## config.mk

```make
export PLATFORM = sky130hd
export DESIGN_NAME = bml_ram
export DESIGN_NICKNAME = d
export VERILOG_FILES = /design/src/rtl/bml_ram.sv
export SDC_FILE = /design/constraint.sdc
export NUM_CORES = 1
export LEC_CHECK = 0
export ABC_AREA = 1
export BUFFER_PORTS_ARGS = -buffer_cell sky130_fd_sc_hd__buf_2
export CORE_AREA = 2 2 163 165
export CTS_CLUSTER_DIAMETER = 40
export CTS_CLUSTER_SIZE = 10
export DETAILED_ROUTE_END_ITERATION = 16
export DIE_AREA = 0 0 165 167
export HOLD_SLACK_MARGIN = 0.12
export PLACE_DENSITY = 0.71
export RECOVER_POWER = 50
export SLEW_MARGIN = 25
export SYNTH_ARGS = -nofsm -noshare
export SYNTH_HDL_FRONTEND = slang
export SYNTH_SLANG_ARGS = --single-unit
```

## constraint.sdc

```tcl
create_clock -name i_clk -period 2.05 [get_ports i_clk]
set_clock_uncertainty 0.2 [all_clocks]
set_input_delay 0.1025 -clock i_clk [delete_from_list [all_inputs] [get_ports i_clk]]
set_output_delay 0.1025 -clock i_clk [all_outputs]
set_load 0.01 [all_outputs]
```

## src/rtl/bml_ram.sv

```systemverilog
`timescale 1ns / 1ps
// ----------------------------------------------------------------------------
// bml_ram
// Single write port, single registered read port RAM.
// ----------------------------------------------------------------------------
module bml_ram #(
    parameter int WIDTH = 16,
    parameter int DEPTH = 16
) (
    input  logic                     i_clk,
    input  logic                     i_we,
    input  logic [$clog2(DEPTH)-1:0] i_waddr,
    input  logic [WIDTH-1:0]         i_wdata,
    input  logic [$clog2(DEPTH)-1:0] i_raddr,
    output logic [WIDTH-1:0]         o_rdata
);
    logic [WIDTH-1:0] r_mem [DEPTH];
    logic [WIDTH-1:0] r_rdata;

    always_ff @(posedge i_clk) begin
        if (i_we) begin
            r_mem[i_waddr] <= i_wdata;
        end
        r_rdata <= r_mem[i_raddr];
    end

    assign o_rdata = r_rdata;
endmodule

```

== Word-level counts from Yosys, hierarchy flattened ==
Memory sizes are Yosys's and may differ from the RTL's. A register that Yosys moved wholly into a read port is not among the register bits.
Cells that the tools add are included.

* RAM bits: 256
* Memories: 1
* Register bits: 0

* Muxes and demuxes: 2

{| class="wikitable"
|+ Memories
! memory !! depth !! bits a word !! read ports !! clocked after memory_dff !! wr ports !! RTL line !! RTL
|-
| r_mem || 16 || 16 || 1 || 1 || 1 || 17 || <nowiki>logic [WIDTH-1:0] r_mem [DEPTH];</nowiki>
|}

{| class="wikitable"
|+ Operators by type and width
! cell !! number
|-
| 1-bit two-way mux || 2
|}

== Longest topological paths before layout ==
* Word-level depth: 2
* Gate-level depth with buffers: 9

== Least setup slack after synthesis ==
OpenSTA, ideal clock, no wires.

* Kind: input port to flip-flop
* Start point: input port i_waddr[2]
* End point: memory r_mem[10][0], enable pin
* Path slack: 0.448 ns
* Data arrival time: 1.014 ns
* Path buffers: 0
* Stages on the path: 2
* Cells stage by stage: nand3b_1 -> nor2_1

{| class="wikitable"
|+ RTL lines
! element !! RTL line !! RTL
|-
| start, declared || 12 || <nowiki>input logic [$clog2(DEPTH)-1:0] i_waddr,</nowiki>
|-
| end, declared || 17 ||
|}

Straight into the memory's write port.

== Final worst setup path ==
* Start point: input port i_waddr[1]
* End point: memory r_mem[5][2], enable pin

Straight into the memory's write port.

==> flow_summary.toml <==
[status]
status = "complete, no violations"

[floorplan]
fp.dieArea_sq_um = 27560
io_pins = 42
coreArea_sq_um = 25760
rows = 59
die_w_um = 165
initial_core_util = 0.4417
die_h_um = 167

[worst_setup_path]
timing.reg2reg.setup_slack_ns = 0.36
worst_ep_arrival_time_ns = 2.01
r2r_cells = 7
crit_fanout = 13
r2r_start = "r_mem[7][4]"
crit_required_ns = 2.06
reg2reg_to = "o_rdata[4]"
end_kind = "flop"
worstSetupPathType = "primary input to flop"
startpoint_type = "primary input"

[finish]
final_cell_mix = "341 x nand2_1, 256 x edfxtp_1, 196 x inv_1, 193 x nand3_1, 51 x clkbuf_1"
multi_input_area_sq_um = 2375
fin_nets = 1198
final-seq-area_sq_um = 8008
drive_above_1_share = 0.09365
final_util = 0.5236
fillCellCount = 2110
layout.cells.non_filler = 1531
final_cell_area_sq_um = 13490
final_common_cell = "nand2_1"
syn_to_final_growth_pct = 18.54
diodes = 0

[yosys]
syn_nets = 1100
netlist_area_sq_um = 11380
yosysWarnings = 0
synth_top_cell_by_area = "edfxtp_1"
synth_area_leaders = "edfxtp_1 68%, nand2_1 11%, nand3_1 8.5%"
ys_ff_latch = 272
ys_seq_area_frac = 0.7036
synth_cells = 1074
syn_area_per_cell_sq_um = 10.60
synth_cell_type_count = 13
synth_top_area_share = 0.6755

[cts]
cts_tree = "built"
clk_path_buf_depth = 3
clock_latency_ns = 0.50
h-tree-depth = 2
cts.clk_slew.worst_paths_ns = 0.05
cts_sinks = 272
cts_buffers = 35
cts-root-buf = "clkbuf_16"

[grt]
grt_max_degree = 73
grt_overflow_total = 0
grt_pass1_wl_mm = 41.19
antenna_found_initial = 0
globalRouteTotalUtil = 0.1964
grt_pass1_vias = 7489

[placement]
dpl_worst_slack_ns = 0.4877
io_buffers = 41
placed_area_sq_um = 12140
dpl.hpwl_mm = 14.87
placed_cells = 1439
place.gp.congestion = 0.7715

[pwr]
power_switching_mw = 2.717
power.total_mw = 12.78
p_leak_nw = 5.721
clkPwrFrac = 0.448
p_seq_frac = 0.490
p_int_mw = 10.06
vdd_ir_drop_max_mv = 0.6221
power_per_cell_area_nw_per_um2 = 947.3
swShare = 0.2126
pwr-share-comb = 0.062

[detailed_routing]
drc_errors = 0
drtPass1Iterations = 5
vias_per_cell = 5.030
postRouteAntennaNets = 0
wl_per_cell_um = 17.55
wl_mm = 26.88
first_iter_violations = 848
dr_total_vias = 7701

[sta]
fmax_ghz = 0.4982
relSlewSlack = 0.4534
setup_viol = 0
setup_slack_ns = 0.04288
fin_crit_sh = 0.9791
holdWs_ns = 0.1686
tns_ns = 0
min_period_ns = 2.007
hold_viol_final = 0
slew_viol_final = 0
rsz0062_at_grt = "false"
tightest_slew_ns = 0.8199

[worst_hold_path]
hold_end = "o_rdata[3]"
holdPathStages = 7
min-delay-start = "i_raddr[0]"
min_path_type = "primary input to flop"

[run]
drv_cap = 0
cell families (layout without fill, tap and decap cells):
group,Yosys count,count (layout),synth area share
DFF,272,272,0.7036
buffers and inverters,249,371,0.09213
and+or+nand+nor,553,553,0.2043
final cells by class:
| type | instances | area share |
|---|---|---|
| Clock buffer | 55 | 0.07123 |
| Multi-Input combinational cell | 553 | 0.1760 |
| Timing Repair Buffer | 112 | 0.06455 |
| Clock inverter | 6 | 0.008347 |
| Sequential cell | 272 | 0.5936 |
| Inverter | 198 | 0.05518 |
| Tap cell | 335 | 0.03107 |
cells in the mapped netlist:
cell type / count
nand3b_1: 2
buf_6: 3
buf_4: 18
dfxtp_1: 16
edfxtp_1: 256
inv_1: 196
clkbuf_1: 10
buf_2: 19
nand2_1: 341
buf_1: 1
inv_2: 2
nand3_1: 193
nor2_1: 17
worst max-delay path, cell delays in order:
cell and delay (ns):
dlygate4sd3_1 0.53, buf_2 0.14, inv_1 0.08, nand2_1 0.14, dlygate4sd3_1 0.64, nor2_4 0.19
buf_12 0.17
metal layers:
| metal | share of wire | vias to the layer above | track usage |
|---|---|---|---|
| li1 | - | 3656 | - |
| met1 | 0.40 | 3682 | 0.2560 |
| met2 | 0.49 | 311 | 0.3266 |
| met3 | 0.080 | 52 | 0.04035 |
| met4 | 0.026 | 0 | 0.06767 |
| met5 | 0 | - | 0 |
state kept, by name, summed over array words and instances, names as in the netlist:
name and count:
r_mem 256, o_rdata 16
power by group through the flow:
stage          registers (mW)  clock network (mW)  logic (mW)
6_report                 6.26                5.73       0.789
5_1_grt                  6.27                6.05       0.870
4_1_cts                  6.26                5.79       0.797
3_5_place_dp             6.37                   0       0.746
3_3_place_gp             6.37                   0       0.725
2_1_floorplan            6.38                   0       0.420
worst max-delay path by stage:
stage / cells after the start / to / from / slack, ns
6_report: 7 / r_mem[5][2] / i_waddr[1] / 0.04
5_1_grt: 7 / r_mem[5][15] / i_waddr[1] / 0.01
4_1_cts: 7 / r_mem[5][2] / i_waddr[1] / 0.02
3_5_place_dp: 4 / r_mem[6][4] / i_waddr[3] / 0.49
3_3_place_gp: 4 / r_mem[6][0] / i_waddr[3] / 0.52
2_1_floorplan: 2 / r_mem[10][0] / i_waddr[2] / 0.45
repair_timing:
action / in CTS / in global routing
gates resized for setup: 0 / 2
hold buffers: 28 / 0
setup endpoints to repair: 0 / 17
hold endpoints to repair: 295 / 0
setup buffers: 0 / 3
No activity file was read; power rests on OpenSTA's default activity.
