`src/rtl/bml_pkg.sv`:
```
`timescale 1ns / 1ps
// ----------------------------------------------------------------------------
// bml_pkg
// Shared constants, codes and types of the bilinear map lookup.
// ----------------------------------------------------------------------------
package bml_pkg;

    localparam int MAX_X_POINTS = 16;
    localparam int MAX_Y_POINTS = 16;

    localparam int VAL_W  = 16;
    localparam int Q_W    = 24;
    localparam int IDX_W  = 8;
    localparam int CNT_W  = 5;
    localparam int REG_W  = 5;
    localparam int REGI_W = 1;

    typedef enum logic [1:0] {
        OP_WR_X   = 2'd0,
        OP_WR_Y   = 2'd1,
        OP_WR_CELL = 2'd2,
        OP_LOOKUP = 2'd3
    } t_op;

    localparam logic [REGI_W-1:0] REG_X_COUNT = 1'b0;
    localparam logic [REGI_W-1:0] REG_Y_COUNT = 1'b1;

    typedef struct packed {
        logic [1:0]        operation;
        logic [IDX_W-1:0]  index;
        logic signed [VAL_W-1:0] write_value;
        logic signed [Q_W-1:0]   x_query;
        logic signed [Q_W-1:0]   y_query;
    } t_req;

    // Divider control.
    typedef struct packed {
        logic        start;
        logic [31:0] num;
        logic [16:0] den;
    } t_div_cmd;

    typedef struct packed {
        logic        done;
        logic [31:0] quo;
    } t_div_rsp;

endpackage

```
`src/rtl/bml_div.sv`:
```
`timescale 1ns / 1ps
// ----------------------------------------------------------------------------
// bml_div
// Restoring unsigned divider, one quotient bit per cycle.
// ----------------------------------------------------------------------------
module bml_div (
    input  logic                 i_clk,
    input  logic                 i_rst_n,
    input  bml_pkg::t_div_cmd    i_cmd,
    output bml_pkg::t_div_rsp    o_rsp
);
    logic [31:0] r_quo, n_quo;
    logic [16:0] r_rem, n_rem;
    logic [16:0] r_den;
    logic [5:0]  r_cnt, n_cnt;
    logic        r_busy, n_busy;
    logic        r_done, n_done;
    logic [17:0] shifted;
    logic [17:0] diff;

    always_comb begin
        shifted = {r_rem, r_quo[31]};
        diff    = shifted - {1'b0, r_den};
        n_quo   = r_quo;
        n_rem   = r_rem;
        n_cnt   = r_cnt;
        n_busy  = r_busy;
        n_done  = 1'b0;
        if (i_cmd.start) begin
            n_quo  = i_cmd.num;
            n_rem  = '0;
            n_cnt  = 6'd32;
            n_busy = 1'b1;
        end else if (r_busy) begin
            if (!diff[17]) begin
                n_rem = diff[16:0];
                n_quo = {r_quo[30:0], 1'b1};
            end else begin
                n_rem = shifted[16:0];
                n_quo = {r_quo[30:0], 1'b0};
            end
            n_cnt = r_cnt - 6'd1;
            if (r_cnt == 6'd1) begin
                n_busy = 1'b0;
                n_done = 1'b1;
            end
        end
    end

    always_ff @(posedge i_clk) begin
        if (!i_rst_n) begin
            r_busy <= 1'b0;
            r_done <= 1'b0;
            r_cnt  <= '0;
        end else begin
            r_busy <= n_busy;
            r_done <= n_done;
            r_cnt  <= n_cnt;
        end
        r_quo <= n_quo;
        r_rem <= n_rem;
        if (i_cmd.start) begin
            r_den <= i_cmd.den;
        end
    end

    assign o_rsp.done = r_done;
    assign o_rsp.quo  = r_quo;
endmodule

```
`config.mk`:
```
export PLATFORM = sky130hd
export DESIGN_NAME = bml_div
export DESIGN_NICKNAME = d
export VERILOG_FILES = /design/src/rtl/bml_pkg.sv /design/src/rtl/bml_div.sv
export SDC_FILE = /design/constraint.sdc
export NUM_CORES = 1
export LEC_CHECK = 0
export BUFFER_PORTS_ARGS = -buffer_cell sky130_fd_sc_hd__buf_4
export CAP_MARGIN = 20
export CORE_MARGIN = 2
export CORE_UTILIZATION = 55
export CTS_CLUSTER_DIAMETER = 60
export DETAILED_ROUTE_END_ITERATION = 8
export PLACE_DENSITY = 0.8
export SLEW_MARGIN = 5
export SYNTH_ARGS = -nofsm -noshare
export SYNTH_HDL_FRONTEND = slang
export SYNTH_SLANG_ARGS = --single-unit
export TNS_END_PERCENT = 100
```
`constraint.sdc`:
```
create_clock -name i_clk -period 6.6 [get_ports i_clk]
set_input_delay 1.65 -clock i_clk [delete_from_list [all_inputs] [get_ports i_clk]]
set_output_delay 1.65 -clock i_clk [all_outputs]
set_load 0.02 [all_outputs]
```
* Word-level counts from Yosys, hierarchy flattened
Cells that the tools add are included.
Storage, ports and cells: bits in registers 74, latch bits 0, memory bits (writable) 0, ROM bits 0, input port bits 52, memories 0
Operators by class: $add $sub $neg 2, $mul 0, divide/modulo/power cells 0, order comparisons 0, equal/unequal tests 1, shift operators 0, multiplexer cells 10, bitwise logic cells 2, reduce and logical (&&, ||, !) cells 3
Operators with widths (count):
- $mux W32 | 2
- $sub A18 B17 Y18 | 1
- $mux W17 | 1
- $mux W6 | 2
- $eq A6 B1 Y1 const B | 1
- $sub A6 B1 Y6 const B | 1
- $mux W1 | 5
- $reduce_or A3 Y1 | 1
- $not A1 Y1 | 2
- $reduce_bool A2 Y1 | 1
- $reduce_or A2 Y1 | 1

* Logic depth before layout (Yosys ltp)
Gate-level depths: netlist of run 1.
depth after elaboration 4, gate-level depth with buffers 10

* Least setup slack after synthesis of run 1
No wires, ideal clock.
path kind in2reg, from input port i_cmd[49] (netlist name), to register r_quo[0], enable pin, library setup time 375 ps, arrival time 2666 ps, setup slack 3559 ps, cell stages on the path 3, path through clkbuf_1 clkbuf_1 or2_2
On the way: word-level cells in the longest chain between the ends 1
Ends and longest elaborated chain:
- start, declared | RTL line bml_div.sv:9 | input bml_pkg::t_div_cmd i_cmd,
- $reduce_bool A2 Y1 (no line)
- end signal, assigned | RTL line bml_div.sv:60 | r_quo <= n_quo;
- end, declared | RTL line bml_div.sv:12 | logic [31:0] r_quo, n_quo;
Every way passes these cells. A chain may end at the register's enable or synchronous reset.

* Worst setup path in the final report of run 1
from register r_den[7], to register r_rem[11]
On the way: word-level cells in the longest chain between the ends 2
Ends and longest elaborated chain:
- start, declared | RTL line bml_div.sv:14 | logic [16:0] r_den;
- start signal, assigned | RTL line bml_div.sv:63 | r_den <= i_cmd.den;
- $sub A18 B17 Y18 | RTL line bml_div.sv:23 | diff = shifted - {1'b0, r_den};
- $mux W17 | RTL line bml_div.sv:35 | if (!diff[17]) begin
- end signal, assigned | RTL line bml_div.sv:61 | r_rem <= n_rem;
- end, declared | RTL line bml_div.sv:13 | logic [16:0] r_rem, n_rem;
Every way passes these cells.

==> results.md, run 1 <==
* DR WL/cell at 15.6 um
* Final Hold Fails at 0
* CTS Hold Bufs at 0
* Synth area leaders: edfxtp_1 (36%), dfxtp_1 (12%), mux2_2 (8.5%), ha_1 (5.8%), nor2_1 (2.9%)
* Gr usage total at 22.1%
* Synth Flop Type: edfxtp_1
* CTS tree: yes
* Max-cap violations at 0
* Unrepaired setup endpoints after global routing: no
* Clock Skew at 0.0139 ns
* Critical path peak fanout at 15
* Post-layout util at 68.6%
* Register area share after synthesis at 47.8%
* Via Count at 3210
* Hold Crit Class: reg2reg
* #FFs+latches synth at 74
* Yosys synthesis warning count at 0
* Worst slew pin tran at 0.889 ns
* Largest net degree at the start of global routing at 81
* Switching power total at 0.000396 W
* DIE WIDTH at 90.6 um
* Remaining Overflow, GRT at 0
* R2R cell count at 9
* Die area at 8210 um2
* Antenna diodes at 0
* Antenna violations before repair at 0
* Hold_ws at 0.501 ns
* Post-detail-place hpwl at 6020 um
* Startpoint Class: flip-flop
* Pleak at 1.99 nW
* Drt first pass iters at 4
* Clock power share at 29.0%
* Placed cells at 547
* Number of CTS-inserted buffers at 9
* Final count of pins violating max slew at 0
* Tmin final at 3.08 ns
* Sum Neg Setup Slack at 0 ns
* Post-synth top area share at 35.6%
* Rel. slew slack at 40.7%
* Final setup fails at 0
* Number of global-route vias before repair at 3075
* Combinational power share at 25.7%
* Synthesized area at 4130 um2
* Share of cells above drive strength 1 at 31.5%
* Post-synth top area cell: edfxtp_1
* H-tree depth at 3
* ANT nets after route at 0
* Netlist cell types at 60
* Mean post-synth cell area at 10.8 um2
* Switching part of the total at 31.5%
* CP required at 6.83 ns
* Pwr/cell area at 253 nW/um2
* Async S/R FF share, synth at 0%
* FMAX at 0.324 GHz
* Type of the worst setup path: reg2reg
* Post-synth EDFFs at 49
* CTS Sinks at 74
* Detailed router's first-iteration violation count at 136
* Clk pin slew, worst setup/hold paths at 0.09 ns
* Final WL at 8770 um
* Post-CTS Setup Inserts at 0
* Worst skew pair latency at 0.37 ns
* Syn-to-layout area delta at 20.6%
* Mapped Cells at 381
* WHS Path Cells at 2
* GPL Wtd Cong at 0.837
* Crit. End Element: flip-flop
* Crit path DAT at 3.31 ns
* Number of remaining DRC errors at 0
* Port bufs at 84
* Number of top-level pins at 85
* Pint at 0.000862 W
* First-pass GRT wire length at 14500 um
* Status: complete, no violations
* Post-synth top cells: edfxtp_1 (49), nor2_1 (32), mux2_2 (31)
* VDD IR-drop max at 0.189 mV
* Post-CTS resize count at 0
* Non-filler cells, final at 563
* # nets final at 531
* Root Driver: clkbuf_8
* Reg power frac at 45.3%
* Mapped Nets at 453
* Max clock buf depth at 2
* Final period util at 46.7%
* Total core area at 7250 um2
* Die height at 90.6 um
* Initial Util at 56.9%
* DR vias/cell at 5.70
* Most common cell in the netlist: edfxtp_1
* FP Rows at 31
## cells by family (layout without fill, tap and decap cells)
kind of cell | Yosys count | count (layout) | share of synthesized area (%)
mux | 32 | 32 | 8.70
xor+xnor | 15 | 15 | 3.18
buf+inv | 44 | 127 | 5.15
fa+ha+maj | 20 | 20 | 6.24
simple gates | 102 | 102 | 12.5
flops | 74 | 74 | 47.8
compound gates | 94 | 94 | 16.5
## worst max-delay path, stage by stage (launching register included)
cell,delay [ns]
edfxtp_1,0.34
inv_1,0.04
ha_1,0.36
a21oi_2,0.24
o211ai_1,0.11
o21a_2,0.27
o21a_4,0.22
o21ai_2,0.55
nand2_1,0.36
a2111oi_0,0.45
## flip-flops by register name (all words and copies together), names as in the netlist
name    count
r_done      1
r_den      17
r_rem      17
r_cnt       6
r_busy      1
r_quo      32
## per-stage QoR
| stage | total power, W | instance area, um2 | setup slack, ns |
|---|---|---|---|
| finish | 0.00126 | 4980 | 3.52 |
| global placement | 0.000894 | 4780 | 3.50 |
| floorplan | 0.000803 | 4130 | 3.56 |
| detailed placement | 0.000901 | 4780 | 3.47 |
| global route | 0.00132 | 4980 | 3.25 |
| CTS | 0.00126 | 4980 | 3.52 |
## layer usage
metal  part of all wire [%]  global-route usage, %
met5                      0                      0
met4                    2.4                   10.1
met3                    4.8                   4.76
met2                     50                   36.1
met1                     43                   28.2
## power by group through the flow
| stage | Sequential (W) | Combinational (W) | Clock (W) |
|---|---|---|---|
| 2_1_floorplan | 0.000601 | 0.000202 | 0 |
| 3_3_place_gp | 0.000579 | 0.000316 | 0 |
| 3_5_place_dp | 0.000580 | 0.000322 | 0 |
| 4_1_cts | 0.000570 | 0.000323 | 0.000370 |
| 5_1_grt | 0.000576 | 0.000357 | 0.000389 |
| 6_report | 0.000570 | 0.000324 | 0.000364 |
## path summary, 6_finish.rpt
| check | startpoint | end | slack (ns) |
|---|---|---|---|
| worst min register to register | r_cnt[0] | r_cnt[0] | 0.50 |
| worst max-delay path | r_den[7] | r_rem[11] | 3.52 |
| worst min-delay path | r_cnt[0] | r_cnt[0] | 0.50 |
| worst max register to register | r_den[7] | r_rem[11] | 3.52 |
## placed cells by master, fill, tap and decap left out, types with 5 or more instances in the layout
cell type  count
buf_4         86
edfxtp_1      49
nor2_1        32
mux2_2        31
inv_1         25
dfxtp_1       25
nand2_1       22
a21oi_1       19
ha_1          19
o21ai_0       17
nand3_1       15
xnor2_1       11
a311oi_1       9
clkbuf_8       9
nor3_1         7
nand2b_1       5
a21o_1         5
a2111oi_0      5
## layout make-up
cell class              instances  area, um2
fillers                       576       2270
inverters                      25       93.8
clock inverters                 7       76.3
flip-flops and latches         74       1970
repair buffers                 86        646
well taps                      99        124
clock buffers                   9        124
multi-input cells             263       1940
(Power assumes the default switching activity.)
==> inputs of run 2 (changes only) <==
--- a/config.mk
+++ b/config.mk
@@ -5,13 +5,14 @@
 export SDC_FILE = /design/constraint.sdc
 export NUM_CORES = 1
 export LEC_CHECK = 0
+export ABC_AREA = 1
 export BUFFER_PORTS_ARGS = -buffer_cell sky130_fd_sc_hd__buf_4
 export CAP_MARGIN = 20
 export CORE_MARGIN = 2
 export CORE_UTILIZATION = 55
 export CTS_CLUSTER_DIAMETER = 60
 export DETAILED_ROUTE_END_ITERATION = 8
-export PLACE_DENSITY = 0.8
+export PLACE_DENSITY = 0.79
 export SLEW_MARGIN = 5
 export SYNTH_ARGS = -nofsm -noshare
 export SYNTH_HDL_FRONTEND = slang
==> constraint.sdc (replaced) <==
create_clock -name i_clk -period 3.1 [get_ports i_clk]
set_input_delay 0.775 -clock i_clk [delete_from_list [all_inputs] [get_ports i_clk]]
set_output_delay 0.775 -clock i_clk [all_outputs]
set_load 0.02 [all_outputs]
==> run 2 against run 1 <==
  * Die area grew 6.9%
  * Synthesized cell count increased by 45%
  * Worst hold slack worse by 0.023 ns
  * Critical path type unchanged
  * Critical endpoint is now r_rem[15]
==> results.md, run 2 <==
* Combinational power share at 17.6% (was 25.7%)
* Type of the worst setup path: reg2reg (unchanged)
* Main combinational cell family by area after synthesis: simple AND/OR/NAND/NOR gates (was compound AO/OA/AOI/OAI gates)
* Number of top-level pins at 85 (unchanged)
* Pint at 0.00161 W (was 0.000862 W)
* ANT nets after route at 0 (unchanged)
* Post-synthesis xor/xnor area fraction at 1.58% (was 3.18%)
* Number of remaining DRC errors at 0 (unchanged)
* Via Count at 3701 (was 3210)
* VDD IR-drop max at 0.337 mV (was 0.189 mV)
* Mapped Cells at 551 (was 381)
* Pwr/cell area at 428 nW/um2 (was 253 nW/um2)
* Synthesized area at 4430 um2 (was 4130 um2)
* Post-synthesis compound-gate area fraction at 2.66% (was 16.5%)
* Drt first pass iters at 4 (unchanged)
* WHS Path Cells at 2 (unchanged)
* GPL Wtd Cong at 0.930 (was 0.837)
* Clock power share at 30.6% (was 29.0%)
* Largest net degree at the start of global routing at 34 (was 81)
* Total core area at 7770 um2 (was 7250 um2)
* R2R cell count at 9 (unchanged)
* Final Hold Fails at 0 (unchanged)
* Simple-Gate Fraction of Synth Area at 36.1% (was 12.5%)
* Post-CTS resize count at 0 (unchanged)
* Yosys synthesis warning count at 0 (unchanged)
* Post-synth top area cell: edfxtp_1 (unchanged)
* Non-filler cells, final at 744 (was 563)
* Startpoint Class: flip-flop (unchanged)
* Async S/R FF share, synth at 0% (unchanged)
* Placed cells at 728 (was 547)
* CP required at 3.35 ns (was 6.83 ns)
* Post-synth top cells: nand2_1 (221), inv_1 (77), edfxtp_1 (49) (was edfxtp_1 (49), nor2_1 (32), mux2_2 (31))
* Mean post-synth cell area at 8.04 um2 (was 10.8 um2)
* Crit path from: r_rem[13] (was r_den[7])
* Most common cell in the netlist: nand2_1 (was edfxtp_1)
* Netlist cell types at 35 (was 60)
* Worst skew pair latency at 0.35 ns (was 0.37 ns)
* Clock Skew at 0.00956 ns (was 0.0139 ns)
* Rel. slew slack at 47.6% (was 40.7%)
* Worst R2R Start: r_rem[13] (was r_den[7])
* Max reg flops at 32 (unchanged)
* Switching power total at 0.000655 W (was 0.000396 W)
* FMAX at 0.455 GHz (was 0.324 GHz)
* Remaining Overflow, GRT at 0 (unchanged)
* Final period util at 71.0% (was 46.7%)
* Hold_sp: r_rem[2] (was r_cnt[0])
* Number of global-route vias before repair at 3571 (was 3075)
* Port bufs at 84 (unchanged)
* Tmin final at 2.20 ns (was 3.08 ns)
* Hold worst-path end: r_rem[2] (was r_cnt[0])
* Final setup margin at 0.900 ns (was 3.52 ns)
* Post-synthesis adder-cell area fraction at 5.82% (was 6.24%)
* Crit path DAT at 2.45 ns (was 3.31 ns)
* Crit. End Element: flip-flop (unchanged)
* Share of cells above drive strength 1 at 26.0% (was 31.5%)
* DR WL/cell at 12.8 um (was 15.6 um)
* Post-synth top area share at 33.2% (was 35.6%)
* Root Driver: clkbuf_8 (unchanged)
* Switching part of the total at 28.9% (was 31.5%)
* # nets final at 709 (was 531)
* CTS Hold Bufs at 0 (unchanged)
* Status: complete, no violations (unchanged)
* Pre-CTS setup slack at 0.785 ns (was 3.47 ns)
* Post-synth EDFFs at 49 (unchanged)
* Commonest non-fill, non-tap cells in the layout: nand2_1 (221), buf_4 (88), inv_1 (77) (was buf_4 (86), edfxtp_1 (49), nor2_1 (32))
* Multiplexer area fraction after synthesis at 0% (was 8.70%)
* Antenna diodes at 0 (unchanged)
* First-pass GRT wire length at 15700 um (was 14500 um)
* H-tree depth at 3 (unchanged)
* Synth area leaders: edfxtp_1 (33%), nand2_1 (19%), dfxtp_1 (11%), inv_1 (6.5%), ha_1 (5.4%) (was edfxtp_1 (36%), dfxtp_1 (12%), mux2_2 (8.5%), ha_1 (5.8%), nor2_1 (2.9%))
* Detailed router's first-iteration violation count at 175 (was 136)
* Initial Util at 57.0% (was 56.9%)
* Synth Flop Type: edfxtp_1 (unchanged)
* Reg power frac at 51.8% (was 45.3%)
* FP Rows at 32 (was 31)
* Critical path peak fanout at 15 (unchanged)
* Mapped Nets at 623 (was 453)
* Max clock buf depth at 2 (unchanged)
* Reg with most FFs: r_quo (unchanged)
* Final setup fails at 0 (unchanged)
* DIE WIDTH at 93.7 um (was 90.6 um)
* #FFs+latches synth at 74 (unchanged)
* Final count of pins violating max slew at 0 (unchanged)
* Die height at 93.7 um (was 90.6 um)
* Gr usage total at 22.8% (was 22.1%)
* Die area at 8780 um2 (was 8210 um2)
* R2R Setup Slk at 0.90 ns (was 3.52 ns)
* Max-cap violations at 0 (unchanged)
* Number of CTS-inserted buffers at 9 (unchanged)
* Worst r2r dst: r_rem[15] (was r_rem[11])
* Worst slew pin tran at 0.785 ns (was 0.889 ns)
* Unrepaired setup endpoints after global routing: no (unchanged)
* Hold Crit Class: reg2reg (unchanged)
* Commonest non-fill, non-tap cell in the layout: nand2_1 (was buf_4)
* Final WL at 9500 um (was 8770 um)
* Sum Neg Setup Slack at 0 ns (unchanged)
* CTS tree: yes (unchanged)
* DR vias/cell at 4.97 (was 5.70)
* Syn-to-layout area delta at 19.8% (was 20.6%)
* Antenna violations before repair at 0 (unchanged)
* Post-CTS Setup Inserts at 0 (unchanged)
* Register area share after synthesis at 44.5% (was 47.8%)
* Biggest regs: r_quo: 32 flops, r_den: 17 flops, r_rem: 17 flops (unchanged)
* CTS Sinks at 74 (unchanged)
* Clk pin slew, worst setup/hold paths at 0.08 ns (was 0.09 ns)
* Pleak at 2.80 nW (was 1.99 nW)
* Post-detail-place hpwl at 7040 um (was 6020 um)
-- run 2: cell types whose count changed after synthesis, moves of 11 or more --
cell / change
nor2_1: -19
inv_1: +52
mux2_2: -31
nand2_1: +199
nand3_2: +22
nand2_2: +19
nand3_1: +11
o21ai_0: -13
-- run 2: logic make-up (layout without fill, tap and decap cells) --
group / Yosys count / after routing
AO/OA/AOI/OAI: 20 / 20
XOR/XNOR: 8 / 8
flip-flops: 74 / 74
AND/OR/NAND/NOR: 331 / 331
adder cells (fa/ha/maj): 20 / 20
buffers and inverters: 98 / 189
-- run 2: power groups by stage --
| stage | logic (W) | registers (W) | clock network (W) |
|---|---|---|---|
| 2_1_floorplan | 0.000181 | 0.00124 | 0 |
| 3_3_place_gp | 0.000389 | 0.00120 | 0 |
| 3_5_place_dp | 0.000401 | 0.00119 | 0 |
| 4_1_cts | 0.000402 | 0.00118 | 0.000709 |
| 5_1_grt | 0.000441 | 0.00118 | 0.000749 |
| 6_report | 0.000400 | 0.00118 | 0.000694 |
-- run 2: layer usage --
layer	global-route usage, %	up-vias	part of all wire, %
met5	0	-	0
met4	5.80	0	1.5
met3	6.90	13	6.7
met2	39.7	112	50
met1	27.6	1683	42
li1	-	1893	-
-- run 2: worst max-delay path by stage --
stage          slack, ns        end
2_1_floorplan       0.88   r_quo[0]
3_3_place_gp        0.81   r_quo[2]
3_5_place_dp        0.78   r_quo[3]
4_1_cts             0.86  r_rem[16]
5_1_grt             0.72  r_rem[16]
6_report            0.90  r_rem[15]
-- run 2: cell type report --
class / instances / area, um2
fillers: 659 / 2460
multi-input cells: 379 / 2040
flip-flops and latches: 74 / 1970
repair buffers: 88 / 661
inverters: 85 / 319
clock buffers: 10 / 138
well taps: 102 / 128
clock inverters: 6 / 41.3
-- run 2: through the flow --
stage          cell area (um2)  utilization, %  total power, W  hold slack (ns)
2_1_floorplan             4430               -         0.00142            0.448
3_3_place_gp              5120            66.0         0.00158            0.464
3_5_place_dp              5120            66.0         0.00160            0.466
4_1_cts                   5300            68.3         0.00229            0.479
5_1_grt                   5300            68.3         0.00237            0.500
6_report                  5300            68.3         0.00227            0.478
-- run 2: worst max-delay path: stages (launching register included) --
cell and delay [ns]:
dfxtp_1 0.34, ha_1 0.40, a21oi_2 0.23, o21ai_1 0.12, a21oi_4 0.21, nand3_4 0.28
nand2_4 0.31, nand2_1 0.08, nand3_1 0.07, nand2_1 0.05
